`src/rtl/json_pair_tokenizer_assert.svh`:
```
`ifndef JSON_PAIR_TOKENIZER_ASSERT_SVH
`define JSON_PAIR_TOKENIZER_ASSERT_SVH

// Same-cycle implication check
`define JPT_ASSERT_NOW(name, clk, rst_n, ante, cons) \
    name: assert property (@(posedge clk) disable iff (!rst_n) (ante) |-> (cons)) \
        else $error("json_pair_tokenizer: same-cycle check failed");

// Next-cycle implication check
`define JPT_ASSERT_NEXT(name, clk, rst_n, ante, cons) \
    name: assert property (@(posedge clk) disable iff (!rst_n) (ante) |=> (cons)) \
        else $error("json_pair_tokenizer: next-cycle check failed");

`endif

```
`src/rtl/jpt_pkg.sv`:
```
package jpt_pkg;

    localparam int JPT_NUMBER_BITS = 31;

    typedef enum logic [2:0] {
        PH_QUOTE  = 3'd0,
        PH_KEY    = 3'd1,
        PH_COLON  = 3'd2,
        PH_VALUE  = 3'd3,
        PH_NUMBER = 3'd4,
        PH_STRING = 3'd5,
        PH_ESCAPE = 3'd6,
        PH_ERROR  = 3'd7
    } phase_t;

    typedef enum logic [2:0] {
        TK_KEY_CHAR   = 3'd0,
        TK_VALUE_CHAR = 3'd1,
        TK_KEY_END    = 3'd2,
        TK_NUMBER     = 3'd3,
        TK_STRING_END = 3'd4,
        TK_NO_QUOTE   = 3'd5,
        TK_NO_COLON   = 3'd6
    } token_kind_t;

    // Per-byte decision of the step logic; the numeric payload travels beside it
    typedef struct packed {
        logic [1:0]  n_res;
        token_kind_t kind0;
        token_kind_t kind1;
        logic [7:0]  char0;
        phase_t      phase_next;
    } step_ctl_t;

endpackage

```
`src/rtl/jpt_step.sv`:
```
module jpt_step #(
    parameter int NUMBER_BITS = jpt_pkg::JPT_NUMBER_BITS
) (
    input  jpt_pkg::phase_t          phase,
    input  logic [NUMBER_BITS-1:0]   acc,
    input  logic                     sat,
    input  logic [7:0]               byte_in,
    output jpt_pkg::step_ctl_t       ctl,
    output logic [NUMBER_BITS-1:0]   acc_next,
    output logic                     sat_next,
    output logic [NUMBER_BITS-1:0]   num_out,
    output logic                     ovf_out
);

    localparam int PW = NUMBER_BITS + 4;
    localparam logic [PW-1:0] NUM_MAX_W = {4'b0000, {NUMBER_BITS{1'b1}}};

    localparam logic [7:0] CH_QUOTE     = 8'h22;
    localparam logic [7:0] CH_COLON     = 8'h3A;
    localparam logic [7:0] CH_BACKSLASH = 8'h5C;
    localparam logic [7:0] CH_ZERO      = 8'h30;
    localparam logic [7:0] CH_NINE      = 8'h39;

    logic          is_space;
    logic          is_digit;
    logic [3:0]    digit;
    logic [PW-1:0] acc_w;
    logic [PW-1:0] prod;
    logic          esc_valid;
    logic [7:0]    esc_char;

    assign is_space = (byte_in == 8'h20) || (byte_in >= 8'h09 && byte_in <= 8'h0D);
    assign is_digit = (byte_in >= CH_ZERO) && (byte_in <= CH_NINE);
    assign digit    = 4'(byte_in - CH_ZERO);
    assign acc_w    = PW'(acc);
    // acc * 10 + digit by shift and add
    assign prod     = (acc_w << 3) + (acc_w << 1) + PW'(digit);

    always_comb
    begin
        esc_valid = 1'b1;
        esc_char  = 8'h00;
        unique case (byte_in)
            8'h6E: esc_char = 8'h0A;   // n
            8'h74: esc_char = 8'h09;   // t
            8'h76: esc_char = 8'h0B;   // v
            8'h62: esc_char = 8'h08;   // b
            8'h72: esc_char = 8'h0D;   // r
            8'h66: esc_char = 8'h0C;   // f
            8'h61: esc_char = 8'h07;   // a
            8'h3F: esc_char = 8'h3F;   // ?
            8'h27: esc_char = 8'h27;   // '
            8'h22: esc_char = 8'h22;   // "
            8'h30: esc_char = 8'h00;   // 0
            default: esc_valid = 1'b0; // u, U and unknown escapes are dropped
        endcase
    end

    always_comb
    begin
        ctl.n_res      = 2'd0;
        ctl.kind0      = jpt_pkg::TK_KEY_CHAR;
        ctl.kind1      = jpt_pkg::TK_NO_QUOTE;
        ctl.char0      = 8'h00;
        ctl.phase_next = phase;
        acc_next       = acc;
        sat_next       = sat;
        num_out        = '0;
        ovf_out        = 1'b0;

        unique case (phase)
            jpt_pkg::PH_QUOTE:
            begin
                if (!is_space)
                begin
                    if (byte_in == CH_QUOTE)
                    begin
                        ctl.phase_next = jpt_pkg::PH_KEY;
                    end
                    else
                    begin
                        ctl.n_res      = 2'd1;
                        ctl.kind0      = jpt_pkg::TK_NO_QUOTE;
                        ctl.phase_next = jpt_pkg::PH_ERROR;
                        acc_next       = '0;
                        sat_next       = 1'b0;
                    end
                end
            end
            jpt_pkg::PH_KEY:
            begin
                if (!is_space)
                begin
                    ctl.n_res = 2'd1;
                    if (byte_in == CH_QUOTE)
                    begin
                        ctl.kind0      = jpt_pkg::TK_KEY_END;
                        ctl.phase_next = jpt_pkg::PH_COLON;
                    end
                    else
                    begin
                        ctl.kind0 = jpt_pkg::TK_KEY_CHAR;
                        ctl.char0 = byte_in;
                    end
                end
            end
            jpt_pkg::PH_COLON:
            begin
                if (!is_space)
                begin
                    if (byte_in == CH_COLON)
                    begin
                        ctl.phase_next = jpt_pkg::PH_VALUE;
                    end
                    else
                    begin
                        ctl.n_res      = 2'd1;
                        ctl.kind0      = jpt_pkg::TK_NO_COLON;
                        ctl.phase_next = jpt_pkg::PH_ERROR;
                        acc_next       = '0;
                        sat_next       = 1'b1;
                    end
                end
            end
            jpt_pkg::PH_VALUE:
            begin
                if (!is_space)
                begin
                    if (is_digit)
                    begin
                        acc_next       = NUMBER_BITS'(digit);
                        sat_next       = 1'b0;
                        ctl.phase_next = jpt_pkg::PH_NUMBER;
                    end
                    else
                    begin
                        ctl.phase_next = jpt_pkg::PH_STRING;
                    end
                end
            end
            jpt_pkg::PH_NUMBER:
            begin
                if (is_digit)
                begin
                    if (sat || prod > NUM_MAX_W)
                    begin
                        acc_next = {NUMBER_BITS{1'b1}};
                        sat_next = 1'b1;
                    end
                    else
                    begin
                        acc_next = prod[NUMBER_BITS-1:0];
                    end
                end
                else
                begin
                    // Number token, then the same byte opens the next pair
                    ctl.n_res      = 2'd1;
                    ctl.kind0      = jpt_pkg::TK_NUMBER;
                    num_out        = acc;
                    ovf_out        = sat;
                    acc_next       = '0;
                    sat_next       = 1'b0;
                    ctl.phase_next = jpt_pkg::PH_QUOTE;
                    if (!is_space)
                    begin
                        if (byte_in == CH_QUOTE)
                        begin
                            ctl.phase_next = jpt_pkg::PH_KEY;
                        end
                        else
                        begin
                            ctl.n_res      = 2'd2;
                            ctl.kind1      = jpt_pkg::TK_NO_QUOTE;
                            ctl.phase_next = jpt_pkg::PH_ERROR;
                        end
                    end
                end
            end
            jpt_pkg::PH_STRING:
            begin
                if (byte_in == CH_BACKSLASH)
                begin
                    ctl.phase_next = jpt_pkg::PH_ESCAPE;
                end
                else if (byte_in == CH_QUOTE)
                begin
                    ctl.n_res      = 2'd1;
                    ctl.kind0      = jpt_pkg::TK_STRING_END;
                    ctl.phase_next = jpt_pkg::PH_QUOTE;
                end
                else
                begin
                    ctl.n_res = 2'd1;
                    ctl.kind0 = jpt_pkg::TK_VALUE_CHAR;
                    ctl.char0 = byte_in;
                end
            end
            jpt_pkg::PH_ESCAPE:
            begin
                if (esc_valid)
                begin
                    ctl.n_res = 2'd1;
                    ctl.kind0 = jpt_pkg::TK_VALUE_CHAR;
                    ctl.char0 = esc_char;
                end
                ctl.phase_next = jpt_pkg::PH_STRING;
            end
            jpt_pkg::PH_ERROR:
            begin
                // sat holds the error kind while stuck here
                ctl.n_res = 2'd1;
                ctl.kind0 = sat ? jpt_pkg::TK_NO_COLON : jpt_pkg::TK_NO_QUOTE;
            end
            default:
            begin
                ctl.n_res = 2'd0;
            end
        endcase
    end

endmodule

```
`src/rtl/json_pair_tokenizer.sv`:
```
// Tokenizer for a byte stream of "key":value pairs. One byte is taken per cycle on the
// s_axis side; results leave on m_axis with the token kind in tuser and tlast marking the
// final result caused by a byte. A byte is first held in the input register; once the queue
// has room for two results, its state update and results are written into a four-entry
// result queue, from whose head the first result can leave.
// Throughput is one byte per cycle as long as the sink keeps up. A number ended by a byte
// that is neither whitespace nor a quote gives two results; the queue absorbs the extra one,
// so s_axis only stalls while the sink holds off and the queue has fewer than two free slots.
// After a missing quote or colon every further byte returns the same error until reset.
module json_pair_tokenizer #(
    parameter int NUMBER_BITS = jpt_pkg::JPT_NUMBER_BITS,
    localparam int OUT_BITS   = ((8 + NUMBER_BITS + 1 + 7) / 8) * 8
) (
    input  logic                clk,
    input  logic                rst_n,
    input  logic                s_axis_tvalid,
    output logic                s_axis_tready,
    input  logic [7:0]          s_axis_tdata,   // [7:0] byte_in
    output logic                m_axis_tvalid,
    input  logic                m_axis_tready,
    output logic [OUT_BITS-1:0] m_axis_tdata,   // char_out, number_out, overflow, zero pad
    output logic [2:0]          m_axis_tuser,   // token_kind
    output logic                m_axis_tlast    // last
);

`include "json_pair_tokenizer_assert.svh"

    localparam int DEPTH = 4;
    localparam int PTR_W = $clog2(DEPTH);
    localparam int CNT_W = $clog2(DEPTH + 1);
    localparam logic [CNT_W-1:0] ROOM_LIMIT = CNT_W'(DEPTH - 2);
    localparam int PAD_BITS = OUT_BITS - (8 + NUMBER_BITS + 1);

    logic                   in_valid_reg;
    logic [7:0]             in_byte_reg;

    jpt_pkg::phase_t        phase_reg;
    logic [NUMBER_BITS-1:0] acc_reg;
    logic                   sat_reg;

    jpt_pkg::step_ctl_t     ctl;
    logic [NUMBER_BITS-1:0] acc_next;
    logic                   sat_next;
    logic [NUMBER_BITS-1:0] num_out;
    logic                   ovf_out;

    jpt_pkg::token_kind_t   q_kind_reg [DEPTH];
    logic [7:0]             q_char_reg [DEPTH];
    logic [NUMBER_BITS-1:0] q_num_reg  [DEPTH];
    logic                   q_ovf_reg  [DEPTH];
    logic                   q_last_reg [DEPTH];
    logic [PTR_W-1:0]       wr_ptr_reg;
    logic [PTR_W-1:0]       rd_ptr_reg;
    logic [CNT_W-1:0]       count_reg;
    logic [CNT_W-1:0]       count_next;

    logic                   fire;
    logic                   pop;
    logic [1:0]             n_push;

    jpt_step #(
        .NUMBER_BITS (NUMBER_BITS)
    ) u_step (
        .phase    (phase_reg),
        .acc      (acc_reg),
        .sat      (sat_reg),
        .byte_in  (in_byte_reg),
        .ctl      (ctl),
        .acc_next (acc_next),
        .sat_next (sat_next),
        .num_out  (num_out),
        .ovf_out  (ovf_out)
    );

    // Process the held byte only when the queue can take two results
    assign fire          = in_valid_reg && (count_reg <= ROOM_LIMIT);
    assign s_axis_tready = !in_valid_reg || fire;
    assign pop           = m_axis_tvalid && m_axis_tready;
    assign n_push        = fire ? ctl.n_res : 2'd0;
    assign count_next    = count_reg + CNT_W'(n_push) - CNT_W'(pop);

    always_ff @(posedge clk or negedge rst_n)
    begin
        if (!rst_n)
        begin
            in_valid_reg <= 1'b0;
        end
        else if (s_axis_tvalid && s_axis_tready)
        begin
            in_valid_reg <= 1'b1;
        end
        else if (fire)
        begin
            in_valid_reg <= 1'b0;
        end
    end

    always_ff @(posedge clk)
    begin
        if (s_axis_tvalid && s_axis_tready)
        begin
            in_byte_reg <= s_axis_tdata;
        end
    end

    always_ff @(posedge clk or negedge rst_n)
    begin
        if (!rst_n)
        begin
            phase_reg <= jpt_pkg::PH_QUOTE;
            acc_reg   <= '0;
            sat_reg   <= 1'b0;
        end
        else if (fire)
        begin
            phase_reg <= ctl.phase_next;
            acc_reg   <= acc_next;
            sat_reg   <= sat_next;
        end
    end

    always_ff @(posedge clk or negedge rst_n)
    begin
        if (!rst_n)
        begin
            wr_ptr_reg <= '0;
            rd_ptr_reg <= '0;
            count_reg  <= '0;
        end
        else
        begin
            wr_ptr_reg <= wr_ptr_reg + PTR_W'(n_push);
            rd_ptr_reg <= rd_ptr_reg + PTR_W'(pop);
            count_reg  <= count_next;
        end
    end

    always_ff @(posedge clk)
    begin
        if (n_push != 2'd0)
        begin
            q_kind_reg[wr_ptr_reg] <= ctl.kind0;
            q_char_reg[wr_ptr_reg] <= ctl.char0;
            q_num_reg[wr_ptr_reg]  <= num_out;
            q_ovf_reg[wr_ptr_reg]  <= ovf_out;
            q_last_reg[wr_ptr_reg] <= (n_push == 2'd1);
        end
        if (n_push == 2'd2)
        begin
            q_kind_reg[wr_ptr_reg + PTR_W'(1)] <= ctl.kind1;
            q_char_reg[wr_ptr_reg + PTR_W'(1)] <= 8'h00;
            q_num_reg[wr_ptr_reg + PTR_W'(1)]  <= '0;
            q_ovf_reg[wr_ptr_reg + PTR_W'(1)]  <= 1'b0;
            q_last_reg[wr_ptr_reg + PTR_W'(1)] <= 1'b1;
        end
    end

    assign m_axis_tvalid = (count_reg != '0);
    assign m_axis_tuser  = q_kind_reg[rd_ptr_reg];
    assign m_axis_tlast  = q_last_reg[rd_ptr_reg];
    assign m_axis_tdata  = {{PAD_BITS{1'b0}}, q_ovf_reg[rd_ptr_reg],
                            q_num_reg[rd_ptr_reg], q_char_reg[rd_ptr_reg]};

    `JPT_ASSERT_NOW(a_queue_bound, clk, rst_n, 1'b1, count_reg <= CNT_W'(DEPTH))
    `JPT_ASSERT_NOW(a_error_one_result, clk, rst_n,
        fire && phase_reg == jpt_pkg::PH_ERROR, ctl.n_res == 2'd1)
    `JPT_ASSERT_NEXT(a_error_sticky, clk, rst_n,
        phase_reg == jpt_pkg::PH_ERROR, phase_reg == jpt_pkg::PH_ERROR)
    `JPT_ASSERT_NOW(a_saturated_at_max, clk, rst_n,
        phase_reg == jpt_pkg::PH_NUMBER && sat_reg, acc_reg == {NUMBER_BITS{1'b1}})

endmodule
```
`config.mk`:
```
export PLATFORM = sky130hd
export DESIGN_NAME = json_pair_tokenizer
export DESIGN_NICKNAME = d
export VERILOG_FILES = /design/src/rtl/jpt_pkg.sv /design/src/rtl/jpt_step.sv /design/src/rtl/json_pair_tokenizer.sv
export VERILOG_INCLUDE_DIRS = /design/src /design/src/rtl
export SDC_FILE = /design/constraint.sdc
export NUM_CORES = 1
export LEC_CHECK = 0
export ABC_AREA = 1
export BUFFER_PORTS_ARGS = -buffer_cell sky130_fd_sc_hd__buf_2
export CAP_MARGIN = 20
export CORE_MARGIN = 10
export CORE_UTILIZATION = 25
export DETAILED_ROUTE_END_ITERATION = 6
export SKIP_LAST_GASP = 1
export SLEW_MARGIN = 20
export SYNTH_ARGS = -nofsm -noshare
export SYNTH_HDL_FRONTEND = slang
export SYNTH_SLANG_ARGS = --single-unit
```
`constraint.sdc`:
```
create_clock -name clk -period 6.3 [get_ports clk]
set_clock_uncertainty 0.2 [all_clocks]
set_input_delay 0.945 -clock clk [delete_from_list [all_inputs] [get_ports clk]]
set_output_delay 0.945 -clock clk [all_outputs]
set_load 0.01 [all_outputs]
```
* Yosys cells after proc, flatten, opt, wreduce, memory -nomap -nowiden *
Memory sizes are Yosys's and may differ from the RTL's.
Index checks and enable logic that the tools add are counted.

word-level totals
  RAM bits = 176
  flip-flop bits (word level) = 51
  output and inout bits = 46
  memory bits (read-only) = 0
  memories kept = 5
  word-level logic and storage cells = 142
  latch bits = 0

memory list
  memory      words  width  rd ports  clocked after memory_dff  write ports  line                       text
  q_num_reg   4      31     1         0                         2            json_pair_tokenizer.sv:49  logic [NUMBER_BITS-1:0] q_num_reg [DEPTH];
  q_char_reg  4      8      1         0                         2            json_pair_tokenizer.sv:48  logic [7:0] q_char_reg [DEPTH];
  q_kind_reg  4      3      1         0                         2            json_pair_tokenizer.sv:47  jpt_pkg::token_kind_t q_kind_reg [DEPTH];
  q_last_reg  4      1      1         0                         2            json_pair_tokenizer.sv:51  logic q_last_reg [DEPTH];
  q_ovf_reg   4      1      1         0                         2            json_pair_tokenizer.sv:50  logic q_ovf_reg [DEPTH];

cells by class
  equality and inequality tests = 34
  bitwise operators = 0
  reduce and logical (&&, ||, !) cells = 19
  multipliers = 0
  muxes and demuxes = 62
  add/sub/neg operators = 8
  magnitude comparators = 6
  divide/modulo/power cells = 0
  shift operators = 0

operators with widths
  kind                                                              count
  two-way mux 31 bit                                                10
  case mux 31 bit (4 select lines)                                  1
  == test 8 x 7 -> 1 bit (second input constant)                    8
  case mux 6 bit (10 select lines)                                  1
  == test 8 x 6 -> 1 bit (second input constant)                    6
  two-way mux 3 bit                                                 12
  adder 34 x 32 -> 35 bit                                           1
  adder 35 x 4 -> 35 bit                                            1
  greater-than comparator 35 x 31 -> 1 bit (second input constant)  1
  case mux 5 bit (7 select lines)                                   1
  two-way mux 8 bit                                                 3
  case mux 8 bit (3 select lines)                                   1
  case mux 3 bit (7 select lines)                                   1
  two-way mux 1 bit                                                 17
  two-way mux 4 bit                                                 4
  AND reduction 8 bit                                               2
  two-way mux 5 bit                                                 3
  inequality test 2 bit (second input constant)                     7
  == test 3 bit (second input constant)                             4
  two-way mux 11 bit                                                1
  OR reduction 11 bit                                               1
  two-way mux 2 bit                                                 5
  AND reduction 9 bit                                               1
  >= comparator 8 x 4 -> 1 bit (second input constant)              1
  other kinds (27)                                                  36

* Longest topological paths before layout *
Gate-level depths: netlist of run 1.

  word-level depth = 10
  mapped depth = 20
  depth with buffers taken out = 20

* Cells and area by module *
From an unflattened synthesis of run 1, not the netlist that was laid out.

unflattened totals
  cells, all modules = 2250
  area, all modules = 14462.6 µm²

modules (own cells, without submodules)
  module               sequential area each (µm²)  instances  area an instance (µm²)  cells each
  json_pair_tokenizer  4959.8                      1          10136.0                 1437
  jpt_step             0.0                         1          4326.6                  813

* Least setup slack after synthesis of run 1 *
No wires, ideal clock.

  path kind = reg-to-reg
  start point = reg in_byte_reg[3]
  end point = reg acc_reg[4]
  clock period less this slack = 3.020 ns
  arrival time = 2.754 ns
  path buffers = 1
  cell stages (with the launch flop) = 18
  setup time = 0.066 ns
  slack = 3.280 ns
  cell sequence = edfxtp_1 -> inv_2 -> fa_1 -> fa_1 -> inv_1 -> nand3_1 -> nand3_1 -> nand3_1 -> nand2_1 -> nand2_1 -> nand3_1 -> nand2_1 -> nand2_1 -> nor2_1 -> nand2_1 -> clkbuf_1 -> o21ai_0 -> nand2_1

between the ends
  longest elaborated chain between the ends = 7
  elaborated cells between the ends (all ways) = 24

ends and longest elaborated chain
  item                                      line                        text
  start, declared                           json_pair_tokenizer.sv:35   logic [7:0] in_byte_reg;
  start signal, assigned                    json_pair_tokenizer.sv:102  in_byte_reg <= s_axis_tdata;
  subtractor 4 x 1 -> 4 bit                 jpt_step.sv:34              assign digit = 4'(byte_in - CH_ZERO);
  adder 35 x 4 -> 35 bit                    jpt_step.sv:37              assign prod = (acc_w << 3) + (acc_w << 1) + PW'(digit);
  greater-than comparator 35 x 31 -> 1 bit  jpt_step.sv:145             if (sat || prod > NUM_MAX_W)
  logical OR 1 bit                          jpt_step.sv:145
  two-way mux 31 bit                        jpt_step.sv:145
  two-way mux 31 bit                        jpt_step.sv:143             if (is_digit)
  case mux 31 bit (4 select lines)          jpt_step.sv:71              unique case (phase)
  end signal, assigned                      json_pair_tokenizer.sv:117  acc_reg <= acc_next;
  end, declared                             json_pair_tokenizer.sv:38   logic [NUMBER_BITS-1:0] acc_reg;

Several ways; a longest one is shown, not always the timed one.
A chain may end at the register's enable or synchronous reset.

==> results of run 1 <==
-- final timing paths --
| kind | end | slack (ns) |
|---|---|---|
| max | q_num_reg[2][13]$_SDFFE_PP0P_ | 2.04 |
| min | q_kind_reg[2][0]$_SDFFE_PP1P_ | 0.25 |
| max reg2reg | q_num_reg[2][13]$_SDFFE_PP0P_ | 2.04 |
| min reg2reg | q_kind_reg[2][0]$_SDFFE_PP1P_ | 0.25 |
| max in group asynchronous | rd_ptr_reg[0]$_DFF_PN0_ | 5.16 |
| min in group asynchronous | acc_reg[24]$_DFFE_PN0P_ | 0.29 |
-- worst max-delay path, delay by kind of cell (launching register included) --
kind / cells / cell delay, ns
and+or+nand+nor: 10 / 2.72
DFF: 1 / 0.45
buffers and inverters: 6 / 0.74
-- cell usage after synthesis (16+ instances only) --
cell type  number
dfrtp_1        43
o21ai_0       125
nor3_1         16
o22ai_1        39
ha_1           66
inv_1         161
nand3_1       190
xor2_1         21
a21oi_1       179
clkbuf_1       71
dfxtp_1       176
nor2_1        355
nand2_1       545
-- stage by stage --
stage / worst slack, ns / instance area, um^2 / util (%)
floorplan: 3.28 / 13800 / -
CTS: 2.02 / 15300 / 27.9
global route: 1.60 / 15300 / 28.0
global placement: 2.15 / 14500 / 26.4
finish: 2.04 / 15300 / 28.0
detailed placement: 2.04 / 14500 / 26.4
-- cells by family after synthesis --
kind of cell / count (synthesis) / synth area share, %
AO/OA/AOI/OAI: 366 / 14.1
flip-flops: 227 / 35.1
adder cells (fa/ha/maj): 69 / 6.42
AND/OR/NAND/NOR: 1133 / 33.4
buffers and inverters: 294 / 9.10
XOR/XNOR: 29 / 1.84
-- cell type report --
class                           count  share of cell area, %
Antenna cell                        1                 0.0163
Clock buffer                       37                   4.78
Clock inverter                     11                  0.554
Inverter                          173                   4.23
Multi-Input combinational cell   1597                   50.4
Sequential cell                   227                   31.5
Tap cell                          704                   5.74
Timing Repair Buffer               72                   2.79
-- where the power goes --
part	internal, mW	total [mW]	switching (mW)
sequential	2.13	2.46	0.327
clock	0.850	1.47	0.619
combinational	1.21	3.87	2.66
-- layer usage --
layer / vias up / part of all wire [%]
met5: - / 0
met4: 0 / 1.2
met2: 288 / 45
met1: 6071 / 49
met3: 32 / 4.9
li1: 6822 / -
==> summary.md, run 1 <==
| Metric | Value |
|---|---|
| Minimum clock period | ~4.3 ns |
| Via count | approximately 13000 |
| Via-per-instance ratio | around 4.7 |
| Max reg flops | approximately 120 |
| Share of cells above drive strength 1 | between 7 and 8% |
| #FFs+latches synth | around 230 |
| Cell depth of the worst flop-to-flop path | 16 |
| Antenna viol nets, final | 0 |
| Layout net count | ~2200 |
| Register area share after synthesis | approximately a third |
| Global routing's busiest layer | met2 |
| Slew margin rel. | a little over a quarter |
| Met3 usage | 1.46% |
| Mean post-synth cell area | between 6 and 7 um^2 |
| DRC Markers | 0 |
| Most frequent cells in the layout | 541 x nand2_1, 352 x nor2_1, 190 x nand3_1, 179 x a21oi_1, 176 x dfxtp_1 |
| Clk pin slew, worst setup/hold paths | approximately 0.06 ns |
| Standard-cell rows | 86 |
| Unrepaired setup endpoints after global routing | false |
| Post-synth top area share | 25.6% |
| Total Power | ~7.8 mW |
| Critical path fanouts, max | 142 |
| Global-route wire length before repair | 67.3 mm |
| Top_reg_cell synth | dfxtp_1 |
| Max cap viols | 0 |
| Post-Syn Nets | between 2000 and 2500 |
| Setup TNS | 0 ns |
| Post-CTS sizing | 0 |
| Largest net degree at the start of global routing | 146 |
| Clock buffer depth | 3 |
| Area Growth Syn to Fin | 11.3% |
| Worst hold slack | about 0.25 ns |
| Setup crit start | in_byte_reg[5]$_DFFE_PP_ |
| Clock Tree Root | clkbuf_16 |
| Port Buf Inserts | 57 |
| H-Tree Depth | 1 |
| Met2 Track Usage GR | between 20% and 30% |
| Worst EP arrival | ~4.5 ns |
| Cell Pwr Density | slightly above 500 nW/um^2 |
| HPWL after detailed placement | ~27 mm |
| Ys async rst share | a little under a fifth |
| Ys Warns | 0 |
| Slew Viols, Final | 0 |
| Min-delay src | q_kind_reg[2][0]$_SDFFE_PP1P_ |
| Count of different cell masters after synthesis | 44 |
| Fin cells | ~2800 |
| Period Utilization, post-route | between 60 and 70% |
| Critical-path cell list | nand2_1 -> inv_1 -> nand2_1 -> inv_2 -> nand3_1 -> inv_2 -> nor2_2 -> buf_4 -> inv_2 -> nor3_4 -> inv_2 -> nand2_8 -> nand2_1 -> nand2_1 -> nand2_1 -> nor2_1 |
| Core Box Area | 54900 um^2 |
| Register area | slightly below 5000 um^2 |
| Worst Tran Pin Value | ~1.1 ns |
| Leak Pwr | 8.30 nW |
| Setup bufs post-CTS | 0 |
| Worst min path class | reg -> reg |
| Fin. Hold Viols | 0 |
| RePlAce Congestion | 0.889 |
| Peak Freq | between 0.2 and 0.25 GHz |
| Placed Cells | about 2800 |
| Post-synth top area cell | dfxtp_1 |
| M1 GR Usage | approximately 18% |
| Cells after synthesis | ~2100 |
| Routed length per instance | about 15 um |
| Worst Setup End Kind | register |
| Status | complete, no violations |
| Post-CTS Hold Buffers | 0 |
| Multi-input logic area | 7730 um^2 |
| Endpoints failing setup | 0 |
| TritonCTS Buffers | 26 |
| Total grt overflow | 0 |
| Filler instances | between 6000 and 7000 |
| Post-synth EDFFs | 8 |
| Initial Util | about 25% |
| Initial antenna violation count | 2 |
| Crit path largest cell delay | roughly 0.67 ns |
| I/O pin total | 58 |
| Die ar. | about 65000 um^2 |
| Worst r2r src | in_byte_reg[5]$_DFFE_PP_ |
| Die H | 255 um |
| Routed wire length | approximately 42 mm |
| Vias in the first global route | about 12000 |
| CTS tree | built |
| Most common cell on crit path | nand2_1 |
| Nature of the critical path startpoint | register |
| Worst setup path class | reg -> reg |
| Most common cell after layout, fill and taps aside | nand2_1 |
| Clock latency on the worst-skew pair | between 0.5 and 0.6 ns |
| Mapped Area | between 10000 and 15000 um^2 |
| DR iter-0 viols | a little over 1000 |
| Die Width | roughly 250 um |
| Worst path slowest cell | nand2_1 |
| Worst hold stages | 2 |
| Maximum vdd ir drop | between 400 and 500 uV |
| Clk sink count | approximately 230 |
| Initial DRT Pass Iterations | 5 |
| Total GRT Usage | approximately 13% |
| Synth area leaders | dfxtp_1 26%, nand2_1 15%, nor2_1 9.7% |
| Worst Path Required | roughly 6.6 ns |
No activity file was read; power rests on OpenSTA's default activity.
==> run 2: changes to the inputs <==
- clock period: 6.3 -> 4 ns (I/O delays scaled with it)
==> summary.md, run 2 (synthesized netlist as in run 1, its figures left out) <==
| Metric | Value |
|---|---|
| Worst min-delay path endpoint | in_byte_reg[7]$_DFFE_PP_ |
| CTS tree | built |
| Crit path largest cell delay | 0.54 ns (-0.13 ns) |
| Worst Slack Setup Final | 0.598 ns (-1.45 ns) |
| Initial DRT Pass Iterations | 5 (unchanged) |
| Post-Place Setup Slack | 0.619 ns (-1.42 ns) |
| Most frequent cells in the layout | 541 x nand2_1, 353 x nor2_1, 190 x nand3_1, 179 x a21oi_1, 176 x dfxtp_1 |
| Sequential share of power | 31.3% (-0.2 points) |
| DR iter-0 viols | 993 (-3.2%) |
| Max reg flops | 124 (unchanged) |
| Post-CTS sizing | 0 (unchanged) |
| Routed length per instance | 15.0 um (+1.1%) |
| Die ar. | 64900 um^2 (unchanged) |
| Setup TNS | 0 ns (unchanged) |
| P_int | 6.70 mW (+60%) |
| Core Box Area | 54900 um^2 (unchanged) |
| Clock buffer depth | 3 (unchanged) |
| Die Width | 255 um (unchanged) |
| Critical-path cell list | inv_2 -> fa_1 -> fa_1 -> inv_1 -> nand3_1 -> nand3_1 -> nand3_1 -> nand2_1 -> nand2_1 -> nand3_1 -> nand2_1 -> nand2_1 -> nor2_1 -> nand2_1 -> buf_4 -> nand2_1 -> nand2_1 -> nand2_1 -> nand2_1 |
| Port Buf Inserts | 57 (unchanged) |
| Maximum vdd ir drop | 422 uV (+3.9%) |
| Leak Pwr | 8.40 nW (+1.2%) |
| Worst r2r src | in_byte_reg[3]$_DFFE_PP_ |
| Peak Freq | 0.294 GHz (+25%) |
| Standard-cell rows | 86 (unchanged) |
| Fin. Hold Viols | 0 (unchanged) |
| Combinational share of power | 50.3% (+0.7 points) |
| Initial Util | 25.1% (unchanged) |
| Largest net degree at the start of global routing | 115 (-21%) |
| Cell Pwr Density | 798 nW/um^2 (+57%) |
| Clock power share | 18.4% (-0.4 points) |
| Nature of the critical path startpoint | register |
| Via count | 13403 (+1.4%) |
| Via-per-instance ratio | 4.72 (+0.87%) |
| Status | complete, no violations |
| Worst Tran Pin Value | 0.922 ns (-0.163 ns) |
| Total Power | 12.4 mW (+59%) |
| Worst reg2reg path endpoint | acc_reg[2]$_DFFE_PN0P_ |
| DRC Markers | 0 (unchanged) |
| Worst Path Required | 4.28 ns (-2.29 ns) |
| Most common cell after layout, fill and taps aside | nand2_1 |
| Routed wire length | 42.5 mm (+1.6%) |
| R2R Setup Slk | 0.60 ns (-1.45 ns) |
| RePlAce Congestion | 0.915 (+3.0%) |
| I/O pin total | 58 (unchanged) |
| Slew Viols, Final | 0 (unchanged) |
| Max cap viols | 0 (unchanged) |
| Sw frac | 45.9% (-0.30 points) |
| Setup bufs post-CTS | 0 (unchanged) |
| Minimum clock period | 3.40 ns (-0.855 ns) |
| Die H | 255 um (unchanged) |
| Antenna viol nets, final | 0 (unchanged) |
| HPWL after detailed placement | 28.1 mm (+4.3%) |
| Worst Setup End Kind | register |
| Area Growth Syn to Fin | 12.6% |
| Worst setup path class | reg -> reg |
| Vias in the first global route | 12203 (-0.51%) |
| Unrepaired setup endpoints after global routing | false |
| Total grt overflow | 0 (unchanged) |
| Layout net count | 2196 (+0.83%) |
| Period Utilization, post-route | 85.0% (+17 points) |
| Worst min path class | in -> reg |
| Share of cells above drive strength 1 | 7.83% (+0.60 points) |
| Endpoints failing setup | 0 (unchanged) |
| Worst hold stages | 1 (-1) |
| Post-CTS Hold Buffers | 0 (unchanged) |
| TritonCTS Buffers | 25 (-3.8%) |
| Clk pin slew, worst setup/hold paths | 0.06 ns (about the same) |
| Min-delay src | s_axis_tdata[7] |
| Total GRT Usage | 12.8% (+0.12 points) |
| Clk sink count | 227 (unchanged) |
| Most common cell on crit path | nand2_1 |
| Filler instances | 6149 (+0.29%) |
| Worst EP arrival | 3.68 ns (-0.85 ns) |
| Cell depth of the worst flop-to-flop path | 19 (+3) |
| Sw Pwr | 5.69 mW (+58%) |
| Clock latency on the worst-skew pair | 0.54 ns (about the same) |
| H-Tree Depth | 1 (unchanged) |
| Initial antenna violation count | 1 (-1) |
| Slew margin rel. | 37.9% (+11 points) |
| Worst path slowest cell | fa_1 |
| Clock Tree Root | clkbuf_16 |
| Global-route wire length before repair | 68.0 mm (+1.0%) |
| Critical path fanouts, max | 17 (-88%) |
-- run 2: cell count changes in the layout (fill, tap and decap cells not counted), moves of 2 or more --
cell and change:
buf_12 +5, buf_4 +14, clkbuf_1 +2, clkbuf_16 -2, clkbuf_8 +4, clkinv_1 -2
clkinv_2 -5, clkinv_4 -2
-- run 2: area by class of cell --
| type | instances | area [um^2] | area share [%] |
|---|---|---|---|
| antenna | 1 | 2.50 | 0.0161 |
| clock buffer | 42 | 771 | 4.96 |
| clock inverter | 3 | 18.8 | 0.121 |
| inverter | 173 | 649 | 4.18 |
| multi-input combinational | 1597 | 7730 | 49.8 |
| sequential | 227 | 4840 | 31.2 |
| tap | 704 | 881 | 5.67 |
| timing repair buffer | 91 | 641 | 4.12 |
-- run 2: worst max path at each step --
stage / startpoint / to / depth (start not counted)
after floorplan: in_byte_reg[3]$_DFFE_PP_ / acc_reg[4]$_DFFE_PN0P_ / 17
after global placement: in_byte_reg[3]$_DFFE_PP_ / acc_reg[2]$_DFFE_PN0P_ / 19
after detailed placement: in_byte_reg[3]$_DFFE_PP_ / acc_reg[0]$_DFFE_PN0P_ / 19
after CTS: in_byte_reg[3]$_DFFE_PP_ / acc_reg[2]$_DFFE_PN0P_ / 19
after global routing: in_byte_reg[3]$_DFFE_PP_ / acc_reg[2]$_DFFE_PN0P_ / 19
final: in_byte_reg[3]$_DFFE_PP_ / acc_reg[2]$_DFFE_PN0P_ / 19
-- run 2: layer usage --
| layer | part of all wire (%) | routed length, um | global-route usage (%) | up-vias |
|---|---|---|---|---|
| met5 | 0 | 0 | 0 | - |
| met4 | 1.7 | 714 | 2.86 | 0 |
| li1 | - | - | - | 6845 |
| met1 | 47 | 20100 | 17.6 | 6185 |
| met3 | 5.7 | 2420 | 1.59 | 50 |
| met2 | 45 | 19300 | 20.9 | 323 |
-- run 2: critical path, delay by kind of cell, from the launching register on --
kind | cells | cell delay, ns
adder cells (fa/ha/maj) | 2 | 1.02
AND/OR/NAND/NOR | 14 | 1.19
flip-flops | 1 | 0.47
buffers and inverters | 3 | 0.45
-- run 2: power by group through the flow --
stage	registers [mW]	clock network, mW	logic [mW]
2_1_floorplan	3.77	0	4.60
3_3_place_gp	3.88	0	6.27
3_5_place_dp	3.91	0	6.26
4_1_cts	3.87	2.33	6.28
5_1_grt	4.00	2.41	7.09
6_report	3.88	2.28	6.23
-- run 2: per-stage QoR --
stage          area (um^2)  util [%]  hold slack, ns  instances
4_1_cts              15500      28.2          0.0201       2835
6_report             15500      28.3          0.0402       2838
5_1_grt              15500      28.3          0.0317       2837
2_1_floorplan        13800         -           0.104       2118
3_5_place_dp         14700      26.8           0.239       2790
3_3_place_gp         14700      26.8           0.238       2790
